$ cat config.mk
export PLATFORM = sky130hd
export DESIGN_NAME = ile_cell
export DESIGN_NICKNAME = d
export VERILOG_FILES = /design/src/rtl/ile_pkg.sv /design/src/rtl/ile_cell.sv
export SDC_FILE = /design/constraint.sdc
export NUM_CORES = 1
export LEC_CHECK = 0
export BUFFER_PORTS_ARGS = -buffer_cell sky130_fd_sc_hd__buf_4
export CORE_ASPECT_RATIO = 1.5
export CORE_MARGIN = 5
export CORE_UTILIZATION = 42
export CTS_CLUSTER_DIAMETER = 80
export DETAILED_ROUTE_END_ITERATION = 8
export PLACE_DENSITY_LB_ADDON = 0.05
export SYNTH_ARGS = -nofsm -noshare
export SYNTH_HDL_FRONTEND = slang
export SYNTH_SLANG_ARGS = --single-unit
$ cat constraint.sdc
create_clock -name i_clk -period 3 [get_ports i_clk]
set_input_delay 0 -clock i_clk [delete_from_list [all_inputs] [get_ports i_clk]]
set_output_delay 0 -clock i_clk [all_outputs]
set_load 0.1 [all_outputs]
$ cat src/rtl/ile_pkg.sv
// Shared types and constants for the indexed list engine.
// Holds the cell command struct, opcode and status codes; no dependencies.
package ile_pkg;

    localparam int CAPACITY      = 64;
    localparam int ELEMENT_WIDTH = 32;
    localparam int IDX_W         = $clog2(CAPACITY);
    localparam int LEN_W         = $clog2(CAPACITY + 1);

    // Fixed field widths of the stream payloads.
    localparam int OPC_W  = 3;
    localparam int POS_W  = 7;
    localparam int DATA_W = 32;
    localparam int STAT_W = 3;
    localparam int FPOS_W = 6;

    localparam logic [OPC_W-1:0] OP_APPEND = 3'd0;
    localparam logic [OPC_W-1:0] OP_READ   = 3'd1;
    localparam logic [OPC_W-1:0] OP_WRITE  = 3'd2;
    localparam logic [OPC_W-1:0] OP_INSERT = 3'd3;
    localparam logic [OPC_W-1:0] OP_REMOVE = 3'd4;
    localparam logic [OPC_W-1:0] OP_FIND   = 3'd5;
    localparam logic [OPC_W-1:0] OP_CLEAR  = 3'd6;

    localparam logic [STAT_W-1:0] ST_OK        = 3'd0;
    localparam logic [STAT_W-1:0] ST_BAD_POS   = 3'd1;
    localparam logic [STAT_W-1:0] ST_NULL      = 3'd2;
    localparam logic [STAT_W-1:0] ST_FULL      = 3'd3;
    localparam logic [STAT_W-1:0] ST_NOT_FOUND = 3'd4;

    // What every cell does with its stored word in a cycle.
    localparam logic [1:0] CK_HOLD   = 2'd0;
    localparam logic [1:0] CK_WRITE  = 2'd1;
    localparam logic [1:0] CK_INSERT = 2'd2;
    localparam logic [1:0] CK_REMOVE = 2'd3;

    typedef logic [ELEMENT_WIDTH-1:0] t_elem;

    typedef struct packed {
        logic [1:0]       kind;
        logic [IDX_W-1:0] pos;
        t_elem            value;  // word to store, or the key of a find
        logic [LEN_W-1:0] count;  // list length before this request
        logic             load;   // capture the stored word into the probe
        logic             shift;  // move the probe one cell toward cell 0
    } t_cell_cmd;

    typedef struct packed {
        t_elem data;
        logic  match;
    } t_probe;

endpackage

$ cat src/rtl/ile_cell.sv
// One list cell: stores a single entry and a probe register of the scan chain.
// Depends on ile_pkg for the command and probe structs.
module ile_cell import ile_pkg::*; (
    input  logic             i_clk,
    input  logic [IDX_W-1:0] i_index,
    input  t_cell_cmd        i_cmd,
    input  t_elem            i_left_value,
    input  t_elem            i_right_value,
    input  t_probe           i_right_probe,
    output t_elem            o_value,
    output t_probe           o_probe
);

    t_elem  r_value;
    t_elem  n_value;
    t_probe r_probe;
    t_probe n_probe;

    always_comb begin
        n_value = r_value;
        unique case (i_cmd.kind)
            CK_WRITE: begin
                if (i_index == i_cmd.pos) n_value = i_cmd.value;
            end
            CK_INSERT: begin
                if (i_index > i_cmd.pos) begin
                    n_value = i_left_value;
                end else if (i_index == i_cmd.pos) begin
                    n_value = i_cmd.value;
                end
            end
            CK_REMOVE: begin
                if (i_index >= i_cmd.pos) n_value = i_right_value;
            end
            default: n_value = r_value;
        endcase
    end

    // The probe takes the word as it was before this cycle's update, so a
    // remove can shift the list and start its scan in the same cycle.
    always_comb begin
        n_probe = r_probe;
        if (i_cmd.load) begin
            n_probe.data  = r_value;
            n_probe.match = (r_value == i_cmd.value) &&
                            ({1'b0, i_index} < i_cmd.count);
        end else if (i_cmd.shift) begin
            n_probe = i_right_probe;
        end
    end

    always_ff @(posedge i_clk) begin
        r_value <= n_value;
        r_probe <= n_probe;
    end

    assign o_value = r_value;
    assign o_probe = r_probe;

endmodule

# Word level (Yosys, flattened, before mapping)
# Cells that the tools add are included.
# classes
n_lt_le_gt_ge	3
n_eq_ne	6
muxes	6
n_reduce_logical	4
# ops
op	n
32-bit 2-to-1 mux	3
32-bit case mux with 3 select lines	1
33-bit 2-to-1 mux	2
32-bit equality test	1
6-bit by 7-bit < comparator with 1-bit output	1
6-bit equality test	1
6-bit >= comparator	1
6-bit > comparator	1
2-bit equality test (second input constant)	2
3-bit nonzero test	1
2-bit by 1-bit equality test with 1-bit output (second input constant)	1
2-bit != test (second input constant)	1
2-bit AND reduction	1
2-bit nonzero test	1
1-bit logical AND	1
# word_totals
reg_bits	65
inputBits	153
out_inout_bits	65
word_cells	22

# Longest topological paths before layout
# Gate-level depths: netlist of run 1.
# logic_depth
word_depth	4
depth_mapped	8
mapped_depth_nobuf	7

# Worst setup path before layout of run 1
# Ideal clock, no wire load.
# synth_timing
path_type	input port to flip-flop
start	in i_cmd[46] (netlist name)
end	reg r_value[0], in the netlist o_value[0] (enable)
setup_ns	0.441
t_arrival_ns	2.450
required_ns	2.559
setup_slack_ns	0.110
stages	5
path_buffers	0
cell_sequence	inv_1 > ha_1 > and4_2 > a221oi_2 > a31oi_1
# synth_via
elab_chain_len	3
# synth_rtl
item	line	rtl
from (decl)	ile_cell.sv:6	input t_cell_cmd i_cmd,
6-bit >= comparator	ile_cell.sv:33	if (i_index >= i_cmd.pos) n_value = i_right_value;
2-bit != test (no line)	-	
2-bit AND reduction (no line)	-	
to (signal assigned)	ile_cell.sv:53	r_value <= n_value;
to (decl)	ile_cell.sv:14	t_elem r_value;
# Every way passes these cells.
# A chain may end at the register's enable or synchronous reset.

# Worst setup path after layout of run 1
# layout_timing
start	in i_index[3]
end	reg r_value[19], in the netlist o_value[19], data pin
# layout_via
elab_chain_len	4
elab_cells_between_ends	5
cone_classes	order compare (1); eq/ne (1); mux (3)
# layout_rtl
item	line	rtl
from (decl)	ile_cell.sv:5	input logic [IDX_W-1:0] i_index,
parallel branches: the longest is 3 deep, another holds 6-bit > comparator	-	
32-bit case mux with 3 select lines (*)	ile_cell.sv:21	unique case (i_cmd.kind)
via n_value[19]	ile_cell.sv:15	t_elem n_value;
# Mark *: on every way through the listed nets, which the timed path passes.

==> metrics.md, run 1 <==
| Metric | Value |
|---|---|
| Status | `complete, no violations` |
| Synth cell types | `36` |
| CP max FO | `32` |
| Drt first pass iters | `4` |
| Hold_sp | `i_left_value[24]` |
| TritonCTS clock tree | `yes` |
| Tcrit/Tclk final | `0.689` |
| Delay-heaviest family, CP | `compound AO/OA/AOI/OAI gates` |
| Largest family of logic cells by synthesized area | `multiplexers` |
| Number of synthesized flops with an enable pin | `65` |
| Area growth syn-to-layout | `60.9%` |
| Share of post-route cells with drive strength above 1 | `0.490` |
| Buf+Inv Stages, Crit Path | `1` |
| RSZ-0062 raised after global routing | `no` |
| Slowest-stage cell, CP | `nand3b_4` |
| Pin slew with the least headroom to its limit | `0.908 ns` |
| Clock Sinks | `65` |
| Max incr delay on CP | `0.63 ns` |
| Leak | `2.93 nW` |
| Reg2reg path depth | `5` |
| HPWL after DPL | `9860 um` |
| Met3 Usage GRT | `0.0531` |
| FMAX | `0.484 GHz` |
| Sequential area share after synthesis | `0.460` |
| Synth Register Bits | `65` |
| Largest cells by area after synthesis | `edfxtp_1 (46%), o221ai_2 (11%), mux2_2 (8.5%), mux2i_1 (7.8%), xnor2_1 (6.4%)` |
| Post-synth ARST share | `0` |
| First-pass GRT wire length | `21300 um` |
| Largest area contributor in the netlist | `edfxtp_1` |
| Final wirelength | `13700 um` |
| Final core occ | `0.681` |
| Critical R2R Capture | `o_probe[0]` |
| Final Cell Area | `6830 um2` |
| Die Span Y | `133 um` |
| Count leader, synth | `edfxtp_1` |
| Placed cell areas | `5920 um2` |
| Row count | `45` |
| Net Count, Synth | `502` |
| Final hold slack | `0.0483 ns` |
| # H-tree levels | `3` |
| Skew final | `0.00377 ns` |
| Clock Path Buffers | `2` |
| IO buf count | `217` |
| Worst hold path depth | `3` |
| YS warnings | `0` |
| Antenna-violating nets left | `0` |
| Chip Width | `92.1 um` |
| Number of nets in the layout | `781` |
| Slew Limit Fails | `0` |
| CTS resizes | `0` |
| Tot GR Track Use | `0.222` |
| Synth Area in XOR/XNOR | `0.0661` |
| Pwr Density | `594 nW/um2` |
| Critical path data required time | `3.04 ns` |
| Overall die area | `12300 um2` |
| R2r setup slk | `1.20 ns` |
| First DRT Iteration DRCs | `80` |
| CTS root buffer | `clkbuf_16` |
| Largest net degree at the start of global routing | `36` |
| Post-Synth Adder-Cell Area | `0.0383` |
| Crit path kind | `primary input to flip-flop` |
| Total core area | `10000 um2` |
| Synth Cell Area | `4240 um2` |
| Vias in the first global route | `4127` |
| Crit path time final | `2.07 ns` |
| Antenna violations before repair | `0` |
| Crit path arrival time | `2.10 ns` |
| Met2 usage | `0.419` |
| Detailed-route vias per instance | `5.03` |
| Most common cell on crit path | `a21o_1` |
| Compound-gate portion of the synthesized area | `0.131` |
| Via count | `3694` |
| Met1 usage | `0.238` |
| TritonCTS Buffers | `9` |
| GR Overflow Total | `0` |
| Hold Path End | `o_value[24]` |
| Commonest cells in the netlist | `edfxtp_1 (65), inv_1 (47), mux2i_1 (33), mux2_2 (32), nand2_1 (32)` |
| Relative slew slack | `0.395` |
| Final setup TNS | `0 ns` |
| GP Congestion | `0.790` |
| Grt peak-use layer | `met2` |
| Diodes inserted | `0` |
| Worst Hold Class | `primary input to flip-flop` |
| R2r startpoint | `o_value[11]` |
| Avg Cell Area, Syn | `12.6 um2` |
| Peak supply drop | `415 uV` |
| Synth Instances | `336` |
| Ys flop type | `edfxtp_1` |
| Total of max-cap violations | `0` |
| Clk Latency, worst-skew pair | `0.32 ns` |
| # IOs | `218` |
| Worst setup EP type | `flip-flop` |
| Mux cell area share after synthesis | `0.163` |
| Drc violations | `0` |
| WP depth | `7` |
| Final hold vios | `0` |
| Crit path cell chain | `buf_4 -> ha_1 -> a21o_1 -> a21o_1 -> a221oi_2 -> nand3b_4 -> o221ai_1` |
| Setup-failing EPs final | `0` |
| Top-area cell type share of the netlist area | `0.460` |
| Clock slew at reported path FFs | `0.06 ns` |
| Starting Density | `0.423` |
| WL per Instance | `18.7 um` |
| Post-Synth Simple-Gate Area | `0.0619` |
| Filler cell count | `810` |
| Critical Path Start Type | `primary input` |
routing by layer:
layer | routed length [um] | vias up
li1 | - | 1796
met1 | 5010 | 1743
met2 | 7570 | 138
met3 | 880 | 17
met4 | 260 | 0
met5 | 0 | -
repair_timing:
| item | CTS | global route |
|---|---|---|
| endpoints found under the hold margin | 65 | 0 |
| buffers inserted | 0 | 0 |
| hold buffers | 65 | 0 |
how the worst max path moves through the flow:
stage | from | endpoint | slack (ns)
2_1_floorplan | i_cmd[46] | o_value[0] | 0.11
3_3_place_gp | i_index[3] | o_value[26] | 0.64
3_5_place_dp | i_index[3] | o_value[26] | 0.59
4_1_cts | i_index[3] | o_value[26] | 0.94
5_1_grt | i_index[3] | o_value[19] | 0.84
6_report | i_index[3] | o_value[19] | 0.93
kinds of logic (layout without fill, tap and decap cells):
family,count (synthesis),in the layout
simple gates,52,52
compound gates,44,44
xor+xnor,32,32
fa+ha+maj,13,13
flops,65,65
buf+inv,65,347
mux,65,65
metrics by stage:
| stage | total power [mW] | worst slack [ns] | std cells |
|---|---|---|---|
| 2_1_floorplan | 2.62 | 0.110 | 336 |
| 3_3_place_gp | 3.07 | 0.638 | 656 |
| 3_5_place_dp | 3.08 | 0.592 | 656 |
| 4_1_cts | 4.09 | 0.936 | 735 |
| 5_1_grt | 4.22 | 0.836 | 735 |
| 6_report | 4.06 | 0.933 | 735 |
cells in the final DEF, fill, tap and decap left out, types with 2 or more instances in the layout:
cell type / netlist / routed
a21o_1: 4 / 4
a21oi_1: 2 / 2
buf_4: 0 / 220
clkbuf_16: 0 / 9
clkinv_2: 0 / 3
dlygate4sd3_1: 2 / 65
edfxtp_1: 65 / 65
ha_1: 13 / 13
inv_1: 47 / 47
mux2_2: 32 / 32
mux2i_1: 33 / 33
nand2_1: 32 / 32
nand3_1: 2 / 2
nand4_1: 7 / 7
nor4_1: 2 / 2
o21ai_0: 2 / 2
o221ai_1: 2 / 2
o221ai_2: 30 / 30
xnor2_1: 31 / 31
sequential cells by signal (all words and copies together), names as in the netlist:
register and cells:
o_probe 33, o_value 32
power by group:
group	switching [mW]	total (mW)	internal, mW
Combinational	1.28	1.84	0.561
Sequential	0.108	1.29	1.18
Clock	0.378	0.923	0.545
Total	1.77	4.06	2.29
area by class of cell:
cell class | instances | area [um2] | share of cell area
repair buffers | 286 | 2320 | 0.340
flip-flops and latches | 65 | 1950 | 0.286
well taps | 117 | 146 | 0.0214
inverters | 47 | 176 | 0.0258
clock buffers | 10 | 229 | 0.0335
multi-input cells | 206 | 1980 | 0.290
clock inverters | 4 | 22.5 | 0.00330
worst min-delay path, stage by stage:
cell      delay [ns]
buf_4           0.08
inv_1           0.04
o221ai_2        0.15
Power figures use the tool's default switching activity.
==> run 2: changes to the inputs <==
- CORE_UTILIZATION: 42 -> 46
- clock period: 3 -> 2.12 ns (I/O delays scaled with it)
==> run 2 against run 1 <==
Total power increased by 44%. Register-to-register slack got worse by 0.84 ns. Clock power increased by 46%. Die area decreased by 7.9%. Highest routed layer unchanged.
==> metrics.md, run 2 (synthesized netlist as in run 1, its figures left out) <==
| Metric | Value |
|---|---|
| Status | `complete, no violations` |
| Final wirelength | `14400 um` |
| Critical path data required time | `2.30 ns` |
| RSZ-0062 raised after global routing | `no` |
| Via count | `3813` |
| Crit path arrival time | `1.94 ns` |
| Final hold vios | `0` |
| Drt first pass iters | `4` |
| Antenna violations before repair | `0` |
| Pwr Density | `836 nW/um2` |
| WL per Instance | `19.4 um` |
| Total core area | `9150 um2` |
| Postcts setup bufs | `0` |
| GP Congestion | `0.778` |
| Final Cell Area | `6990 um2` |
| Final core occ | `0.764` |
| CP max FO | `4` |
| Relative slew slack | `0.709` |
| Pin slew with the least headroom to its limit | `0.436 ns` |
| Tcrit/Tclk final | `0.831` |
| IO buf count | `217` |
| Clk Latency, worst-skew pair | `0.33 ns` |
| Clock Sinks | `65` |
| Vias in the first global route | `4289` |
| Die Span Y | `128 um` |
| Slew Limit Fails | `0` |
| Largest net degree at the start of global routing | `25` |
| Hold_sp | `i_left_value[31]` |
| Leak | `3.01 nW` |
| Worst Hold Class | `primary input to flip-flop` |
| Total of max-cap violations | `0` |
| GR Overflow Total | `0` |
| HPWL after DPL | `10800 um` |
| FMAX | `0.567 GHz` |
| Most frequent cells in the layout | `buf_4 (225), dlygate4sd3_1 (65), edfxtp_1 (65), inv_1 (47), mux2i_1 (33)` |
| Pre-CTS WS | `0.129 ns` |
| # IOs | `218` |
| Max reg flops | `33` |
| Tot GR Track Use | `0.259` |
| Row count | `43` |
| CTS root buffer | `clkbuf_16` |
| Detailed-route vias per instance | `5.13` |
| TritonCTS Buffers | `9` |
| Share of post-route cells with drive strength above 1 | `0.501` |
| Placed cell count | `662` |
| Crit path time final | `1.76 ns` |
| Number of nets in the layout | `792` |
| Commonest non-fill, non-tap cell in the layout | `buf_4` |
| Worst setup EP type | `flip-flop` |
| First-pass GRT wire length | `21900 um` |
| Placed cell areas | `6070 um2` |
| Antenna-violating nets left | `0` |
| Chip Width | `88.4 um` |
| Clock slew at reported path FFs | `0.06 ns` |
| Diodes inserted | `0` |
| TritonCTS clock tree | `yes` |
| Critical path launch point | `o_value[6]` |
| Overall die area | `11300 um2` |
| First DRT Iteration DRCs | `144` |
| Critical Path Start Type | `flip-flop` |
| Skew final | `0.00492 ns` |
| Final setup TNS | `0 ns` |
| Clock Path Buffers | `2` |
| Setup-failing EPs final | `0` |
| Area growth syn-to-layout | `64.7%` |
| Peak supply drop | `615 uV` |
| Non-filler cells, final | `743` |
| Final worst setup slack | `0.358 ns` |
| Starting Density | `0.464` |
| Crit path kind | `flip-flop to flip-flop` |
| Drc violations | `0` |
| # H-tree levels | `3` |
| R2r startpoint | `o_value[6]` |
## run 2: per-layer routing
metal,global-route usage,share of wire,vias to the layer above
li1,-,-,1823
met1,0.287,0.35,1791
met2,0.472,0.54,169
met3,0.0594,0.076,30
met4,0.0943,0.030,0
met5,0,0,-
## run 2: what timing repair did
action	4_1_cts	5_1_grt
gates resized for setup	0	0
hold endpoints to repair	65	0
endpoints found under the setup margin	0	0
hold buffers	65	0
## run 2: critical path: stages (launching register included)
cell and delay (ns):
edfxtp_1 0.44, xnor2_1 0.26, nand4_1 0.19, nor4_1 0.45, o2111ai_1 0.17, o21ai_0 0.10
## run 2: metrics by stage
stage	total power [mW]	hold slack, ns
6_report	5.85	0.0490
2_1_floorplan	3.71	0.194
4_1_cts	5.87	0.0409
3_5_place_dp	4.42	0.288
5_1_grt	6.06	0.0465
3_3_place_gp	4.38	0.285
## run 2: report_power, final
group	total [mW]	internal (mW)	switching (mW)
sequential	1.83	1.67	0.162
combinational	2.66	0.831	1.83
clock	1.35	0.782	0.566
## run 2: path summary, 6_finish.rpt
| check | endpoint | slack, ns | cells past startpoint |
|---|---|---|---|
| max | o_probe[0] | 0.36 | 5 |
| min | o_value[31] | 0.05 | 3 |
| max reg2reg | o_probe[0] | 0.36 | 5 |
| min reg2reg | o_probe[6] | 0.68 | 1 |
## run 2: cell type report
type	instances	area [um2]
Tap cell	112	140
Clock inverter	6	35.0
Inverter	47	176
Multi-Input combinational cell	206	1980
Sequential cell	65	1950
Clock buffer	10	229
Timing Repair Buffer	297	2480
Fill cell	623	2160
==> run 3: changes to the inputs <==
- ABC_AREA: not set -> 1
- CORE_UTILIZATION: 46 -> 47
- clock period: 2.12 -> 1.8 ns (I/O delays scaled with it)
==> run 3 against run 2 <==
Register-to-register slack hardly changed. Cell count is 36% higher. Core utilization is 2.0 points higher. Total power is 12% higher. Worst setup slack worse by 0.15 ns. Critical endpoint is now o_value[30]. Highest routed layer unchanged.
==> metrics.md, run 3 <==
| Metric | Value |
|---|---|
| Drc violations | `0` |
| Largest area contributor in the netlist | `edfxtp_1` |
| Synth Instances | `593` |
| Relative slew slack | `0.494` |
| Critical R2R Capture | `o_probe[0]` |
| Via count | `5167` |
| R2r setup slk | `0.37 ns` |
| Placed cell count | `909` |
| Antenna-violating nets left | `0` |
| Hold_sp | `i_right_value[25]` |
| Top-area cell type share of the netlist area | `0.439` |
| Final worst setup slack | `0.210 ns` |
| YS warnings | `0` |
| Largest net degree at the start of global routing | `40` |
| Post-synth ARST share | `0` |
| First-pass GRT wire length | `25100 um` |
| Number of synthesized flops with an enable pin | `65` |
| Crit path arrival time | `1.67 ns` |
| Diodes inserted | `0` |
| Die Span Y | `129 um` |
| Slew Limit Fails | `0` |
| Leak | `3.73 nW` |
| Drt first pass iters | `5` |
| Synth Cell Area | `4450 um2` |
| RSZ-0062 raised after global routing | `no` |
| Tcrit/Tclk final | `0.883` |
| Crit path kind | `primary input to flip-flop` |
| Setup-failing EPs final | `0` |
| Total of max-cap violations | `0` |
| FMAX | `0.629 GHz` |
| Synth Register Bits | `65` |
| CTS root buffer | `clkbuf_16` |
| Count leader, synth | `nand2_1` |
| Overall die area | `11500 um2` |
| HPWL after DPL | `12100 um` |
| Synth cell types | `27` |
| TritonCTS Buffers | `9` |
| Net Count, Synth | `759` |
| Reg2reg path depth | `7` |
| Area growth syn-to-layout | `63.3%` |
| GP Congestion | `0.928` |
| Share of post-route cells with drive strength above 1 | `0.284` |
| Row count | `43` |
| WL per Instance | `16.4 um` |
| Critical path data required time | `1.88 ns` |
| Commonest non-fill, non-tap cell in the layout | `buf_4` |
| Status | `complete, no violations` |
| First DRT Iteration DRCs | `322` |
| Final hold vios | `0` |
| Filler cell count | `677` |
| Pre-CTS WS | `-0.0837 ns` |
| Int Pwr | `3.71 mW` |
| Switch Pwr | `2.86 mW` |
| Vias in the first global route | `5191` |
| Tot GR Track Use | `0.286` |
| Commonest cells in the netlist | `nand2_1 (205), nand3_1 (101), inv_1 (76), edfxtp_1 (65), o21ai_0 (42)` |
| Worst Hold Class | `primary input to flip-flop` |
| Worst setup EP type | `flip-flop` |
| Pin slew with the least headroom to its limit | `0.759 ns` |
| Final core occ | `0.785` |
| GR Overflow Total | `0` |
| Clock Sinks | `65` |
| Avg Cell Area, Syn | `7.50 um2` |
| Most frequent cells in the layout | `buf_4 (230), nand2_1 (205), nand3_1 (101), dlygate4sd3_1 (82), inv_1 (76)` |
| Final Cell Area | `7260 um2` |
| Final wirelength | `16500 um` |
| TritonCTS clock tree | `yes` |
| Pwr Density | `905 nW/um2` |
| # H-tree levels | `3` |
| Detailed-route vias per instance | `5.13` |
| Peak supply drop | `692 uV` |
| Final hold slack | `0.00209 ns` |
| Chip Width | `89.4 um` |
| # IOs | `218` |
| Critical Path Start Type | `primary input` |
| IO buf count | `217` |
| Crit path time final | `1.59 ns` |
| Clock slew at reported path FFs | `0.05 ns` |
| Seq pwr share | `0.317` |
| Starting Density | `0.480` |
| Final setup TNS | `0 ns` |
| Clk pwr share | `0.229` |
| Clock Path Buffers | `2` |
| Largest cells by area after synthesis | `edfxtp_1 (44%), nand2_1 (17%), nand3_1 (11%), inv_1 (6.4%), o21ai_0 (4.7%)` |
| CP max FO | `32` |
| Sequential area share after synthesis | `0.439` |
| Max reg flops | `33` |
| Total core area | `9250 um2` |
| Switch share | `0.435` |
| R2r startpoint | `o_value[26]` |
| Placed cell areas | `6180 um2` |
| CTS resizes | `0` |
| Non-filler cells, final | `1007` |
| Antenna violations before repair | `0` |
| Skew final | `0.00436 ns` |
| Combinational power share | `0.454` |
| Total Power | `6.57 mW` |
| Ys flop type | `edfxtp_1` |
| Worst hold path depth | `3` |
| Clk Latency, worst-skew pair | `0.33 ns` |
| Number of nets in the layout | `1056` |
| Hold Path End | `o_value[25]` |
## run 3: cell count changes in the layout (fill, tap and decap cells not counted), moves of 22 or more
cell	before	now
nand2_1	32	205
mux2_2	32	0
o21ai_0	2	41
mux2i_1	33	0
xnor2_1	31	3
nor2_1	0	22
nand3_1	2	101
o221ai_2	30	0
inv_1	47	76
## run 3: worst max path at each step
stage          slack (ns)          end   startpoint
2_1_floorplan        0.01   o_probe[0]  o_value[20]
5_1_grt              0.12  o_value[25]   i_index[5]
3_5_place_dp        -0.08  o_value[30]   i_index[5]
6_report             0.21  o_value[30]   i_index[5]
4_1_cts              0.26  o_value[30]   i_index[5]
3_3_place_gp        0.005  o_value[10]   i_index[5]
## run 3: cells by family (layout without fill, tap and decap cells)
logic type	count (synthesis)	in the layout	synth area share
simple gates	337	337	0.325
buf+inv	105	407	0.109
compound gates	69	69	0.0822
fa+ha+maj	13	13	0.0366
xor+xnor	4	4	0.00788
flops	65	65	0.439
## run 3: routing by layer
metal / share of wire / global-route usage / wire length, um
met1: 0.35 / 0.326 / 5730
met2: 0.52 / 0.502 / 8500
met3: 0.095 / 0.0553 / 1570
met4: 0.041 / 0.136 / 678
met5: 0 / 0 / 0
## run 3: worst max-delay path, stage by stage
cell      delay, ns
buf_4          0.12
ha_1           0.32
nand2_2        0.11
o21bai_1       0.21
nand3_4        0.09
buf_4          0.25
nand2_4        0.29
nand3_1        0.18
nand3_1        0.08
## run 3: cell type report
type / count / area, um2 / area share
sequential: 65 / 1950 / 0.269
clock buffer: 11 / 233 / 0.0321
timing repair buffer: 315 / 2610 / 0.359
inverter: 76 / 285 / 0.0393
tap: 112 / 140 / 0.0193
multi-input combinational: 423 / 2020 / 0.278
clock inverter: 5 / 22.5 / 0.00310
## run 3: power groups by stage
stage | Sequential, mW | Clock (mW) | Combinational [mW]
finish | 2.08 | 1.51 | 2.98
global route | 2.10 | 1.58 | 3.14
CTS | 2.08 | 1.52 | 2.97
detailed placement | 2.11 | 0 | 2.82
global placement | 2.10 | 0 | 2.78
floorplan | 3.46 | 0 | 0.661
## run 3: repair_timing
action | 4_1_cts | 5_1_grt
endpoints found under the hold margin | 62 | 0
hold buffers | 82 | 0
buffers inserted | 0 | 0
